**src/rtl/core/lfu_pkg.sv**
```systemverilog
// Shared types and constants for the LFU cache lookup/insert block.
// No dependencies; every other file in rtl/core except lfu_ram imports this package.
`default_nettype none

package lfu_pkg;

  localparam int DefEntries = 16;

  localparam int KeyW   = 32;
  localparam int DataW  = 32;
  localparam int CountW = 32;
  localparam int StampW = 48;
  localparam int CapW   = 5;
  localparam int WordW  = KeyW + DataW + CountW + StampW;

  localparam logic [CapW-1:0]  CapReset  = 5'd16;
  localparam logic [DataW-1:0] MissValue = {DataW{1'b1}};
  localparam logic [CountW-1:0] CountMax = {CountW{1'b1}};
  localparam logic [CountW-1:0] CountNew = {{(CountW-1){1'b0}}, 1'b1};

  localparam logic ModeGet = 1'b0;
  localparam logic ModePut = 1'b1;

  typedef enum logic [1:0] {
    StIdle,
    StScan,
    StCommit
  } lfu_state_e;

  // controller -> datapath
  typedef struct packed {
    logic start;   // capture request, clear scan results
    logic scan;    // walk the occupied entries
    logic commit;  // write back, load result register
  } lfu_cmd_t;

  // datapath -> controller
  typedef struct packed {
    logic scan_done;  // every occupied entry has been read; the compare of the last may still be under way
    logic out_free;   // result register can take a new result this cycle
  } lfu_status_t;

endpackage

`default_nettype wire

```
**src/rtl/core/lfu_req_if.sv**
```systemverilog
// Request channel: valid/ready handshake carrying mode, key and value.
// Depends on lfu_pkg for field widths.
`default_nettype none

interface lfu_req_if;
  import lfu_pkg::*;

  logic                    valid;
  logic                    ready;
  logic                    mode;
  logic signed [KeyW-1:0]  key;
  logic signed [DataW-1:0] value;

  modport source (output valid, output mode, output key, output value, input ready);
  modport sink   (input valid, input mode, input key, input value, output ready);
endinterface

`default_nettype wire

```
**src/rtl/core/lfu_rsp_if.sv**
```systemverilog
// Response channel: valid/ready handshake carrying hit, read_value and evicted.
// Depends on lfu_pkg for field widths.
`default_nettype none

interface lfu_rsp_if;
  import lfu_pkg::*;

  logic                    valid;
  logic                    ready;
  logic                    hit;
  logic signed [DataW-1:0] read_value;
  logic                    evicted;

  modport source (output valid, output hit, output read_value, output evicted, input ready);
  modport sink   (input valid, input hit, input read_value, input evicted, output ready);
endinterface

`default_nettype wire

```
**src/rtl/core/lfu_cache_lookup_insert.sv**
```systemverilog
// Top level of the LFU cache lookup/insert block: controller plus datapath.
// Depends on lfu_pkg, lfu_req_if, lfu_rsp_if, lfu_ctrl, lfu_dpath, lfu_ram.
//
//   channel  direction  handshake          payload
//   req_i    in         valid/ready        mode, key, value
//   rsp_o    out        valid/ready        hit, read_value, evicted
//   cfg      in         cfg_we_i           cfg_wdata_i = capacity_in_use
//
// A request passes through acceptance, one read per occupied entry (at most
// ENTRIES) through the single RAM read port, the compare of the last entry,
// and write-back, which loads the result register. Reset clears occupancy,
// the recency clock and the result valid flag at once; no clearing pass. A
// stalled result holds in its register; the next request is taken meanwhile
// and waits at write-back.
`default_nettype none

module lfu_cache_lookup_insert
  import lfu_pkg::*;
#(
  parameter int ENTRIES = DefEntries
) (
  input  wire logic            clk_i,
  input  wire logic            rst_ni,
  input  wire logic            cfg_we_i,
  input  wire logic [CapW-1:0] cfg_wdata_i,
  lfu_req_if.sink              req_i,
  lfu_rsp_if.source            rsp_o
);

  lfu_cmd_t    cmd;
  lfu_status_t status;
  logic [DataW-1:0] read_value;

  lfu_ctrl u_ctrl (
    .clk_i       (clk_i),
    .rst_ni      (rst_ni),
    .req_valid_i (req_i.valid),
    .req_ready_o (req_i.ready),
    .status_i    (status),
    .cmd_o       (cmd)
  );

  lfu_dpath #(
    .Entries(ENTRIES)
  ) u_dpath (
    .clk_i            (clk_i),
    .rst_ni           (rst_ni),
    .cfg_we_i         (cfg_we_i),
    .cfg_wdata_i      (cfg_wdata_i),
    .req_mode_i       (req_i.mode),
    .req_key_i        (req_i.key),
    .req_value_i      (req_i.value),
    .rsp_ready_i      (rsp_o.ready),
    .rsp_valid_o      (rsp_o.valid),
    .rsp_hit_o        (rsp_o.hit),
    .rsp_read_value_o (read_value),
    .rsp_evicted_o    (rsp_o.evicted),
    .cmd_i            (cmd),
    .status_o         (status)
  );

  assign rsp_o.read_value = read_value;

endmodule

`default_nettype wire

```
**src/rtl/core/lfu_ram.sv**
```systemverilog
// Generic simple dual-port RAM: one write port, one read port, registered read.
// No dependencies.
`default_nettype none

module lfu_ram #(
  parameter int Width = 8,
  parameter int Depth = 16
) (
  input  wire logic                                  clk_i,
  input  wire logic                                  we_i,
  input  wire logic [((Depth > 1) ? $clog2(Depth) : 1)-1:0] waddr_i,
  input  wire logic [Width-1:0]                      wdata_i,
  input  wire logic                                  re_i,
  input  wire logic [((Depth > 1) ? $clog2(Depth) : 1)-1:0] raddr_i,
  output logic      [Width-1:0]                      rdata_o
);

  logic [Width-1:0] mem_q [Depth];

  always_ff @(posedge clk_i) begin
    if (we_i) begin
      mem_q[waddr_i] <= wdata_i;
    end
    if (re_i) begin
      rdata_o <= mem_q[raddr_i];
    end
  end

endmodule

`default_nettype wire

```
**src/rtl/core/lfu_ctrl.sv**
```systemverilog
// Sequencer for the LFU cache: accept, scan, commit.
// Depends on lfu_pkg for the state enum and the command/status structs.
`default_nettype none

module lfu_ctrl
  import lfu_pkg::*;
(
  input  wire logic        clk_i,
  input  wire logic        rst_ni,
  input  wire logic        req_valid_i,
  output logic             req_ready_o,
  input  wire lfu_status_t status_i,
  output lfu_cmd_t         cmd_o
);

  lfu_state_e state_q, state_d;

  always_ff @(posedge clk_i or negedge rst_ni) begin
    if (!rst_ni) begin
      state_q <= StIdle;
    end else begin
      state_q <= state_d;
    end
  end

  always_comb begin
    state_d     = state_q;
    req_ready_o = 1'b0;
    cmd_o       = '0;
    unique case (state_q)
      StIdle: begin
        req_ready_o = 1'b1;
        if (req_valid_i) begin
          cmd_o.start = 1'b1;
          state_d     = StScan;
        end
      end
      StScan: begin
        cmd_o.scan = 1'b1;
        if (status_i.scan_done) begin
          state_d = StCommit;
        end
      end
      StCommit: begin
        // hold until the result register is free
        if (status_i.out_free) begin
          cmd_o.commit = 1'b1;
          state_d      = StIdle;
        end
      end
      default: state_d = StIdle;
    endcase
  end

  a_commit_after_scan: assert property (@(posedge clk_i) disable iff (!rst_ni)
    cmd_o.commit |-> $past(state_q == StScan) || $past(state_q == StCommit))
    else $error("commit without a preceding scan");

  a_start_only_idle: assert property (@(posedge clk_i) disable iff (!rst_ni)
    cmd_o.start |=> state_q == StScan)
    else $error("start did not enter scan");

  a_one_cmd: assert property (@(posedge clk_i) disable iff (!rst_ni)
    $onehot0({cmd_o.start, cmd_o.scan, cmd_o.commit}))
    else $error("more than one command at once");

endmodule

`default_nettype wire

```
**src/rtl/core/lfu_dpath.sv**
```systemverilog
// Datapath for the LFU cache: request and config registers, entry scan,
// victim search, write-back and result register. Depends on lfu_pkg, lfu_ram.
`default_nettype none

module lfu_dpath
  import lfu_pkg::*;
#(
  parameter int Entries = DefEntries
) (
  input  wire logic                    clk_i,
  input  wire logic                    rst_ni,
  input  wire logic                    cfg_we_i,
  input  wire logic [CapW-1:0]         cfg_wdata_i,
  input  wire logic                    req_mode_i,
  input  wire logic [KeyW-1:0]         req_key_i,
  input  wire logic [DataW-1:0]        req_value_i,
  input  wire logic                    rsp_ready_i,
  output logic                         rsp_valid_o,
  output logic                         rsp_hit_o,
  output logic [DataW-1:0]             rsp_read_value_o,
  output logic                         rsp_evicted_o,
  input  wire lfu_cmd_t                cmd_i,
  output lfu_status_t                  status_o
);

  localparam int AW   = (Entries > 1) ? $clog2(Entries) : 1;
  localparam int CW   = $clog2(Entries + 1);
  localparam int CmpW = ((CW > CapW) ? CW : CapW) + 1;
  localparam logic [CmpW-1:0] EntriesCmp = CmpW'(Entries);

  // configuration and captured request
  logic [CapW-1:0]  cap_q;
  logic             mode_q;
  logic [KeyW-1:0]  key_q;
  logic [DataW-1:0] value_q;

  // occupancy: entries never go invalid, so slots 0..fill-1 are the valid ones
  logic [CW-1:0]     fill_q, fill_d;
  logic [CW-1:0]     rd_cnt_q;
  logic [StampW-1:0] clock_q;

  logic              rd_en;
  logic              cmp_en_q;
  logic [AW-1:0]     cmp_idx_q;
  logic [WordW-1:0]  rdata;

  logic              match_found_q;
  logic [AW-1:0]     match_idx_q;
  logic [DataW-1:0]  match_data_q;
  logic [CountW-1:0] match_cnt_q;

  logic              vic_found_q;
  logic [AW-1:0]     vic_idx_q;
  logic [CountW-1:0] vic_cnt_q;
  logic [StampW-1:0] vic_age_q;

  logic              out_valid_q;
  logic              out_hit_q;
  logic [DataW-1:0]  out_value_q;
  logic              out_evicted_q;

  // scan read
  assign rd_en = cmd_i.scan && (rd_cnt_q != fill_q);
  assign status_o.scan_done = (rd_cnt_q == fill_q);
  assign status_o.out_free  = !out_valid_q || rsp_ready_i;

  // entry fields from the returned word
  logic [KeyW-1:0]   e_key;
  logic [DataW-1:0]  e_data;
  logic [CountW-1:0] e_cnt;
  logic [StampW-1:0] e_rec;
  logic [StampW-1:0] e_age;
  logic              e_match, e_better;

  assign {e_key, e_data, e_cnt, e_rec} = rdata;
  assign e_age    = clock_q - e_rec;
  assign e_match  = !match_found_q && (e_key == key_q);
  assign e_better = !vic_found_q || (e_cnt < vic_cnt_q) ||
                    ((e_cnt == vic_cnt_q) && (e_age > vic_age_q));

  // write-back decision
  logic [CmpW-1:0]   cap_eff;
  logic              do_write, evict;
  logic [AW-1:0]     waddr;
  logic [WordW-1:0]  wdata;
  logic [StampW-1:0] stamp_next;
  logic [CountW-1:0] cnt_inc;
  logic [DataW-1:0]  res_value;

  assign cap_eff    = (CmpW'(cap_q) > EntriesCmp) ? EntriesCmp : CmpW'(cap_q);
  assign stamp_next = clock_q + StampW'(1);
  assign cnt_inc    = (match_cnt_q == CountMax) ? match_cnt_q : match_cnt_q + CountW'(1);

  always_comb begin
    do_write  = 1'b0;
    evict     = 1'b0;
    waddr     = match_idx_q;
    wdata     = {key_q, value_q, CountNew, stamp_next};
    fill_d    = fill_q;
    res_value = MissValue;
    if (match_found_q) begin
      do_write = 1'b1;
      if (mode_q == ModePut) begin
        wdata = {key_q, value_q, cnt_inc, stamp_next};
      end else begin
        wdata     = {key_q, match_data_q, cnt_inc, stamp_next};
        res_value = match_data_q;
      end
    end else if ((mode_q == ModePut) && (cap_q != '0)) begin
      if (CmpW'(fill_q) >= cap_eff) begin
        do_write = 1'b1;
        evict    = 1'b1;
        waddr    = vic_idx_q;
      end else if (CmpW'(fill_q) < EntriesCmp) begin
        do_write = 1'b1;
        waddr    = fill_q[AW-1:0];
        fill_d   = fill_q + CW'(1);
      end
    end
  end

  lfu_ram #(
    .Width(WordW),
    .Depth(Entries)
  ) u_ram (
    .clk_i   (clk_i),
    .we_i    (cmd_i.commit && do_write),
    .waddr_i (waddr),
    .wdata_i (wdata),
    .re_i    (rd_en),
    .raddr_i (rd_cnt_q[AW-1:0]),
    .rdata_o (rdata)
  );

  // control registers
  always_ff @(posedge clk_i or negedge rst_ni) begin
    if (!rst_ni) begin
      cap_q         <= CapReset;
      fill_q        <= '0;
      rd_cnt_q      <= '0;
      clock_q       <= '0;
      cmp_en_q      <= 1'b0;
      match_found_q <= 1'b0;
      vic_found_q   <= 1'b0;
      out_valid_q   <= 1'b0;
    end else begin
      if (cfg_we_i) begin
        cap_q <= cfg_wdata_i;
      end
      cmp_en_q <= rd_en;
      if (cmd_i.start) begin
        rd_cnt_q      <= '0;
        match_found_q <= 1'b0;
        vic_found_q   <= 1'b0;
      end else begin
        if (rd_en) begin
          rd_cnt_q <= rd_cnt_q + CW'(1);
        end
        if (cmp_en_q) begin
          if (e_match) begin
            match_found_q <= 1'b1;
          end
          vic_found_q <= 1'b1;
        end
      end
      if (cmd_i.commit) begin
        fill_q      <= fill_d;
        out_valid_q <= 1'b1;
        if (do_write) begin
          clock_q <= stamp_next;
        end
      end else if (rsp_ready_i) begin
        out_valid_q <= 1'b0;
      end
    end
  end

  // payload registers
  always_ff @(posedge clk_i) begin
    cmp_idx_q <= rd_cnt_q[AW-1:0];
    if (cmd_i.start) begin
      mode_q  <= req_mode_i;
      key_q   <= req_key_i;
      value_q <= req_value_i;
    end
    if (cmp_en_q && e_match) begin
      match_idx_q  <= cmp_idx_q;
      match_data_q <= e_data;
      match_cnt_q  <= e_cnt;
    end
    if (cmp_en_q && e_better) begin
      vic_idx_q <= cmp_idx_q;
      vic_cnt_q <= e_cnt;
      vic_age_q <= e_age;
    end
    if (cmd_i.commit) begin
      out_hit_q     <= match_found_q;
      out_value_q   <= res_value;
      out_evicted_q <= evict;
    end
  end

  assign rsp_valid_o      = out_valid_q;
  assign rsp_hit_o        = out_hit_q;
  assign rsp_read_value_o = out_value_q;
  assign rsp_evicted_o    = out_evicted_q;

  a_fill_bound: assert property (@(posedge clk_i) disable iff (!rst_ni)
    CmpW'(fill_q) <= EntriesCmp)
    else $error("occupancy above entry count");

  a_evict_has_victim: assert property (@(posedge clk_i) disable iff (!rst_ni)
    (cmd_i.commit && evict) |-> vic_found_q)
    else $error("eviction without a victim");

  a_read_in_range: assert property (@(posedge clk_i) disable iff (!rst_ni)
    rd_en |-> (rd_cnt_q < fill_q))
    else $error("scan read beyond occupied entries");

  a_result_held: assert property (@(posedge clk_i) disable iff (!rst_ni)
    (out_valid_q && !rsp_ready_i) |-> !cmd_i.commit)
    else $error("result overwritten before transfer");

endmodule

`default_nettype wire
```
**src/flat_wrapper.sv**
```systemverilog
// flat-port wrapper written by rule: the top's interface ports become plain ports
module lfu_cache_lookup_insert_flat import lfu_pkg::*;
#(
  parameter int ENTRIES = DefEntries
)
  (clk_i, rst_ni, cfg_we_i, cfg_wdata_i, req_i_valid, req_i_mode, req_i_key, req_i_value, req_i_ready, rsp_o_valid, rsp_o_hit, rsp_o_read_value, rsp_o_evicted, rsp_o_ready);
  lfu_req_if req_i_i ();
  lfu_rsp_if rsp_o_i ();
  input  wire logic clk_i;
  input  wire logic rst_ni;
  input  wire logic cfg_we_i;
  input  wire logic [CapW-1:0] cfg_wdata_i;
  input wire logic [$bits(req_i_i.valid)-1:0] req_i_valid;
  input wire logic [$bits(req_i_i.mode)-1:0] req_i_mode;
  input wire logic [$bits(req_i_i.key)-1:0] req_i_key;
  input wire logic [$bits(req_i_i.value)-1:0] req_i_value;
  output wire logic [$bits(req_i_i.ready)-1:0] req_i_ready;
  output wire logic [$bits(rsp_o_i.valid)-1:0] rsp_o_valid;
  output wire logic [$bits(rsp_o_i.hit)-1:0] rsp_o_hit;
  output wire logic [$bits(rsp_o_i.read_value)-1:0] rsp_o_read_value;
  output wire logic [$bits(rsp_o_i.evicted)-1:0] rsp_o_evicted;
  input wire logic [$bits(rsp_o_i.ready)-1:0] rsp_o_ready;
  assign req_i_i.valid = req_i_valid;
  assign req_i_i.mode = req_i_mode;
  assign req_i_i.key = req_i_key;
  assign req_i_i.value = req_i_value;
  assign req_i_ready = req_i_i.ready;
  assign rsp_o_valid = rsp_o_i.valid;
  assign rsp_o_hit = rsp_o_i.hit;
  assign rsp_o_read_value = rsp_o_i.read_value;
  assign rsp_o_evicted = rsp_o_i.evicted;
  assign rsp_o_i.ready = rsp_o_ready;
  lfu_cache_lookup_insert #(.ENTRIES(ENTRIES)) u_core (.clk_i(clk_i), .rst_ni(rst_ni), .cfg_we_i(cfg_we_i), .cfg_wdata_i(cfg_wdata_i), .req_i(req_i_i), .rsp_o(rsp_o_i));
endmodule
```
**config.mk**
```make
export PLATFORM = sky130hd
export DESIGN_NAME = lfu_cache_lookup_insert_flat
export DESIGN_NICKNAME = d
export VERILOG_FILES = /design/src/rtl/core/lfu_pkg.sv /design/src/rtl/core/lfu_req_if.sv /design/src/rtl/core/lfu_rsp_if.sv /design/src/rtl/core/lfu_cache_lookup_insert.sv /design/src/rtl/core/lfu_ram.sv /design/src/rtl/core/lfu_ctrl.sv /design/src/rtl/core/lfu_dpath.sv /design/src/flat_wrapper.sv
export SDC_FILE = /design/constraint.sdc
export NUM_CORES = 2
export LEC_CHECK = 0
export BUFFER_PORTS_ARGS = -buffer_cell sky130_fd_sc_hd__buf_2
export CORE_UTILIZATION = 55
export DETAILED_ROUTE_END_ITERATION = 7
export PLACE_DENSITY_LB_ADDON = 0.3
export SYNTH_ARGS = -nofsm -noshare
export SYNTH_HDL_FRONTEND = slang
export SYNTH_SLANG_ARGS = --single-unit
```
**constraint.sdc**
```tcl
create_clock -name clk_i -period 25.1 [get_ports clk_i]
set_input_delay 1.255 -clock clk_i [delete_from_list [all_inputs] [get_ports clk_i]]
set_output_delay 1.255 -clock clk_i [all_outputs]
set_load 0.05 [all_outputs]
```
==> results.md <==
- The run finished with clean final reports.
- The count of final max-slew check failures came to 0.
- The most frequently used cell type in the post-synthesis netlist is sky130_fd_sc_hd__edfxtp_1.
- TritonCTS built the clock tree.
- The Yosys step of the flow raised 0 warnings.
- The data arrival time of the worst path is 7930 ps.
- The net switching power is 3277 uW.
- The depth of the worst register-to-register path is 19.
- The post-CTS clock slew at the launch and capture registers of the worst setup and hold paths is 60 ps.
- Of the post-synthesis cell area, the dominant cell type holds 0.7461.
- The largest voltage drop on the vdd net is 0.1144 mV.
- The H-tree generated during clock tree synthesis spans 5 levels.
- The cell at the root of the clock tree is sky130_fd_sc_hd__clkbuf_16.
- The start point of the critical path is u_core.u_dpath.clock_q[0].
- Counting the buffers created by CTS gives 293.
- 111 I/O pins were placed.
- From bottom edge to top edge, the die measures 446.4 microns.
- Once routing completed, OpenROAD measured the worst setup slack at 17,660 ps.
- The final estimated routing congestion in global placement is 0.8274.
- The clock sink count is 2,772.
- The leakage power of the design is 0.03963 uW.
- The mean instance size in the synthesized netlist is 21.78 sq um.
- Setup violations remaining at the end of the flow were counted as 0.
- The final hold slack is 186.6 ps.
- The largest fanout of any net on the critical path is 56.
- The leading area contributor after synthesis is sky130_fd_sc_hd__edfxtp_1.
- The pre-antenna-repair detailed-routing pass consisted of 6 iterations.
- By count the netlist is led by sky130_fd_sc_hd__edfxtp_1 (2,699), sky130_fd_sc_hd__mux4_2 (720), sky130_fd_sc_hd__clkbuf_1 (153).
- Setup repair after global routing left no endpoint under its margin.
- Entering global routing, the biggest net connects 137 pins.
- The first global-routing pass estimated 348,100 microns of wire.
- The port buffer count is 110.
- The number of buffers on the longest clock path is 4.
- The worst pin sits at a relative slew slack of 0.1109.
- Once the clock tree was built, the resizer swapped 0 gates to a different size.
- Summing every instance area after synthesis gives 0.1086 sq mm.
- The die boundary width is 446.4 microns.
- The maximum frequency from static timing analysis is 134.5 MHz.
- The floorplan has 162 rows.
- The via count of the first global-routing pass is 52,720.
- The DRC marker count from the first detailed-route iteration is 6,422.
- In this run, synthesis produced a sequential element count of 2,772.
- The overall global routing resource usage is 0.2396.
- Detailed placement ended at an HPWL of 121,500 microns.
- The cell count after synthesis is 4,987.
- The quantity of hold-fixing buffers added after cts is 0.
- For this design the ratio of total power to cell area is 101.8 mW/mm^2.
- By startpoint and endpoint, the worst setup path is classified as flip-flop to flip-flop.
- The register area share after synthesis is 0.7628.
- By area the synthesized netlist is led by sky130_fd_sc_hd__edfxtp_1 (75%), sky130_fd_sc_hd__mux4_2 (15%), sky130_fd_sc_hd__dfrtp_1 (1.6%).
- OpenSTA, run right after detailed placement, puts the worst setup slack at 17,650 ps.
- The detailed-route wire length is 235,800 microns.
- Between clock sinks in the finished design, the worst skew comes to 59.12 ps.
- Using the TritonRoute via totals, the vias-per-cell ratio works out to 6.308.
- In the final layout, the share of cells above drive strength 1 is 0.2633.
- The share of the clock period used by the worst path after layout is 0.2962.
- In this run the critical register-to-register path is launched from u_core.u_dpath.clock_q[0].
- The detail route stage leaves a number of antenna-violating nets equal to 0.
- The initial core utilization is 0.5553.
- The clock network power share is 0.327.
- The kind of launch point of the worst setup path is a flip-flop.
- Of the total power, the share spent switching nets is 0.2645.
- The number of hold violations in the final report is 0.
- The final period demand of the worst path is 7436 ps.
- Among all flip-flop cells after synthesis, the most frequent one is sky130_fd_sc_hd__edfxtp_1.
- The number of post-CTS setup repair buffers is 0.
- The remaining global-route overflow is 0.
- The sequential fraction of design power is 0.466.
- After detailed routing, the average wire length per cell comes to 28.95 microns.
- Yosys mapped the design onto 75 distinct sky130hd cell types.
- The layout-stage area growth over the synthesis result is 12.09%.
- The total nets after synthesis is 5,199.
- In the final design database the tool counted 5,531 nets.
- Summing over every cut layer, the via total after detailed routing is 51,370.
- The actual transition at the worst max-transition pin is 1329 ps.
- The number of antenna violations at the first check in global routing came to 8.
- The part of the total power dissipated in combinational logic is 0.207.
- The number of flops mapped to enable cells by yosys is 2,699.
- The internal cell power is 9113 uW.
- The kind of path behind the tightest hold check is input pin to async pin.
- The clock reaches the later pin of the worst-skew pair after 920 ps.
- In this run the standard cell core region covers 0.1956 sq mm.
- In the synthesized netlist the async set-or-reset flop fraction comes to 0.02489.
- The required time of the worst setup path is 25,590 ps.
- The worst setup path is captured at a flip-flop.
- The area of the die is 0.1993 sq mm.
- The post-route setup TNS is 0 ps.
- In the routed design, unresolved DRC markers number 0.
- The number of max-cap violations is 0.
-- metrics by stage --
stage / cells / area [sq um] / util / total power (uW)
floorplan: 4987 / 108600 / - / 7775
global placement: 7647 / 112900 / 0.5773 / 8414
detailed placement: 7647 / 112900 / 0.5773 / 8450
CTS: 8142 / 121700 / 0.6224 / 12490
global route: 8143 / 121800 / 0.6225 / 12860
finish: 8144 / 121800 / 0.6225 / 12390
-- cell families (layout without fill, tap and decap cells) --
family          count (synthesis)  after routing  share of synthesized area
compound gates                278            278                    0.01655
xor+xnor                      205            205                    0.01660
fa+ha+maj                     137            137                    0.01585
buf+inv                       342            874                    0.01189
flops                        2772           2772                     0.7628
mux                           759            759                     0.1533
other cells                     0              1                          0
simple gates                  494            494                    0.02301
-- critical path, cell delays in order, from the launching register on --
cell and delay, ps:
sky130_fd_sc_hd__dfrtp_1 400, sky130_fd_sc_hd__inv_1 400, sky130_fd_sc_hd__ha_1 260, sky130_fd_sc_hd__inv_1 50, sky130_fd_sc_hd__fa_1 400, sky130_fd_sc_hd__a21o_1 200
sky130_fd_sc_hd__a221oi_1 580, sky130_fd_sc_hd__a2bb2oi_1 370, sky130_fd_sc_hd__o21ai_0 220, sky130_fd_sc_hd__o21ai_0 520, sky130_fd_sc_hd__a2111oi_0 330, sky130_fd_sc_hd__o2111a_1 310
sky130_fd_sc_hd__nor3_1 290, sky130_fd_sc_hd__ha_1 200, sky130_fd_sc_hd__nand4_1 150, sky130_fd_sc_hd__nor4_1 560, sky130_fd_sc_hd__a21oi_1 180, sky130_fd_sc_hd__o41ai_2 330
sky130_fd_sc_hd__buf_4 460, sky130_fd_sc_hd__buf_4 710
-- layer usage --
metal  share of wire  global-route usage  vias to the layer above  wire length [microns]
met5         0.00011                   0                        -                     27
met4           0.021             0.06142                        4                   4959
met3           0.077             0.03684                      377                  18130
met2            0.49              0.3828                     2403                 115300
met1            0.41              0.3503                    27240                  97390
li1                -                   -                    21350                      -
-- sequential cells by signal, summed over array words and instances (netlist names), 2 cells and up --
register and cells:
u_core.u_dpath.cmp_idx_q 4, u_core.u_dpath.vic_idx_q 4, u_core.u_dpath.rd_cnt_q 5, u_core.u_dpath.u_ram.rdata_o 144, u_core.u_dpath.match_data_q 32, u_core.u_dpath.vic_cnt_q 32
u_core.u_dpath.value_q 32, u_core.u_dpath.clock_q 48, u_core.u_dpath.match_idx_q 4, u_core.u_dpath.match_cnt_q 32, u_core.u_dpath.fill_q 5, u_core.u_dpath.cap_q 5
u_core.u_dpath.key_q 32, u_core.u_dpath.rsp_read_value_o 32, u_core.u_dpath.u_ram.mem_q 2304, u_core.u_ctrl.state_q 2, u_core.u_dpath.vic_age_q 48
-- worst paths after layout --
check | endpoint | slack [ps]
setup / recovery | u_core.u_dpath.vic_cnt_q[10] | 17660
hold / removal | u_core.u_dpath.clock_q[45] | 190
setup reg to reg | u_core.u_dpath.vic_cnt_q[10] | 17660
hold reg to reg | u_core.u_dpath.match_data_q[6] | 420
max in group asynchronous | u_core.u_dpath.rd_cnt_q[0] | 23620
min in group clk_i | u_core.u_dpath.match_data_q[6] | 420
-- power groups by stage --
stage	clock network [uW]	logic (uW)	registers [uW]
floorplan	0	1920	5850
global placement	0	2560	5850
detailed placement	0	2590	5860
CTS	4110	2610	5770
global route	4280	2780	5800
finish	4050	2570	5770
-- area by class of cell --
class | count | area, sq um
sequential | 2772 | 82870
timing repair buffer | 231 | 1574
antenna | 1 | 2.502
fill | 12960 | 73840
clock buffer | 363 | 7762
inverter | 148 | 555.5
clock inverter | 132 | 1072
multi-input combinational | 1873 | 24640
tap | 2624 | 3283
-- cells in the final DEF (no fill, tap or decap), types with 10 or more instances in the layout --
| cell type | count |
|---|---|
| sky130_fd_sc_hd__nand4_1 | 50 |
| sky130_fd_sc_hd__or3_1 | 10 |
| sky130_fd_sc_hd__and3_1 | 16 |
| sky130_fd_sc_hd__mux2_2 | 38 |
| sky130_fd_sc_hd__clkbuf_1 | 60 |
| sky130_fd_sc_hd__inv_1 | 147 |
| sky130_fd_sc_hd__nor4_2 | 17 |
| sky130_fd_sc_hd__buf_4 | 113 |
| sky130_fd_sc_hd__o21ai_0 | 49 |
| sky130_fd_sc_hd__ha_1 | 136 |
| sky130_fd_sc_hd__dfrtp_1 | 64 |
| sky130_fd_sc_hd__xnor2_1 | 102 |
| sky130_fd_sc_hd__nor4_1 | 13 |
| sky130_fd_sc_hd__nand2b_1 | 14 |
| sky130_fd_sc_hd__clkinv_1 | 52 |
| sky130_fd_sc_hd__a21oi_1 | 89 |
| sky130_fd_sc_hd__or2_2 | 36 |
| sky130_fd_sc_hd__edfxtp_1 | 2699 |
| sky130_fd_sc_hd__buf_2 | 109 |
| sky130_fd_sc_hd__o21bai_1 | 10 |
| sky130_fd_sc_hd__clkbuf_16 | 299 |
| sky130_fd_sc_hd__a21o_1 | 59 |
| sky130_fd_sc_hd__nand3_1 | 35 |
| sky130_fd_sc_hd__xor2_1 | 101 |
| sky130_fd_sc_hd__clkinv_2 | 48 |
| sky130_fd_sc_hd__bufinv_16 | 17 |
| sky130_fd_sc_hd__mux4_2 | 720 |
| sky130_fd_sc_hd__nor2_1 | 115 |
| sky130_fd_sc_hd__nand2_1 | 123 |
| sky130_fd_sc_hd__nor3_1 | 23 |
Power figures use the tool's default switching activity.
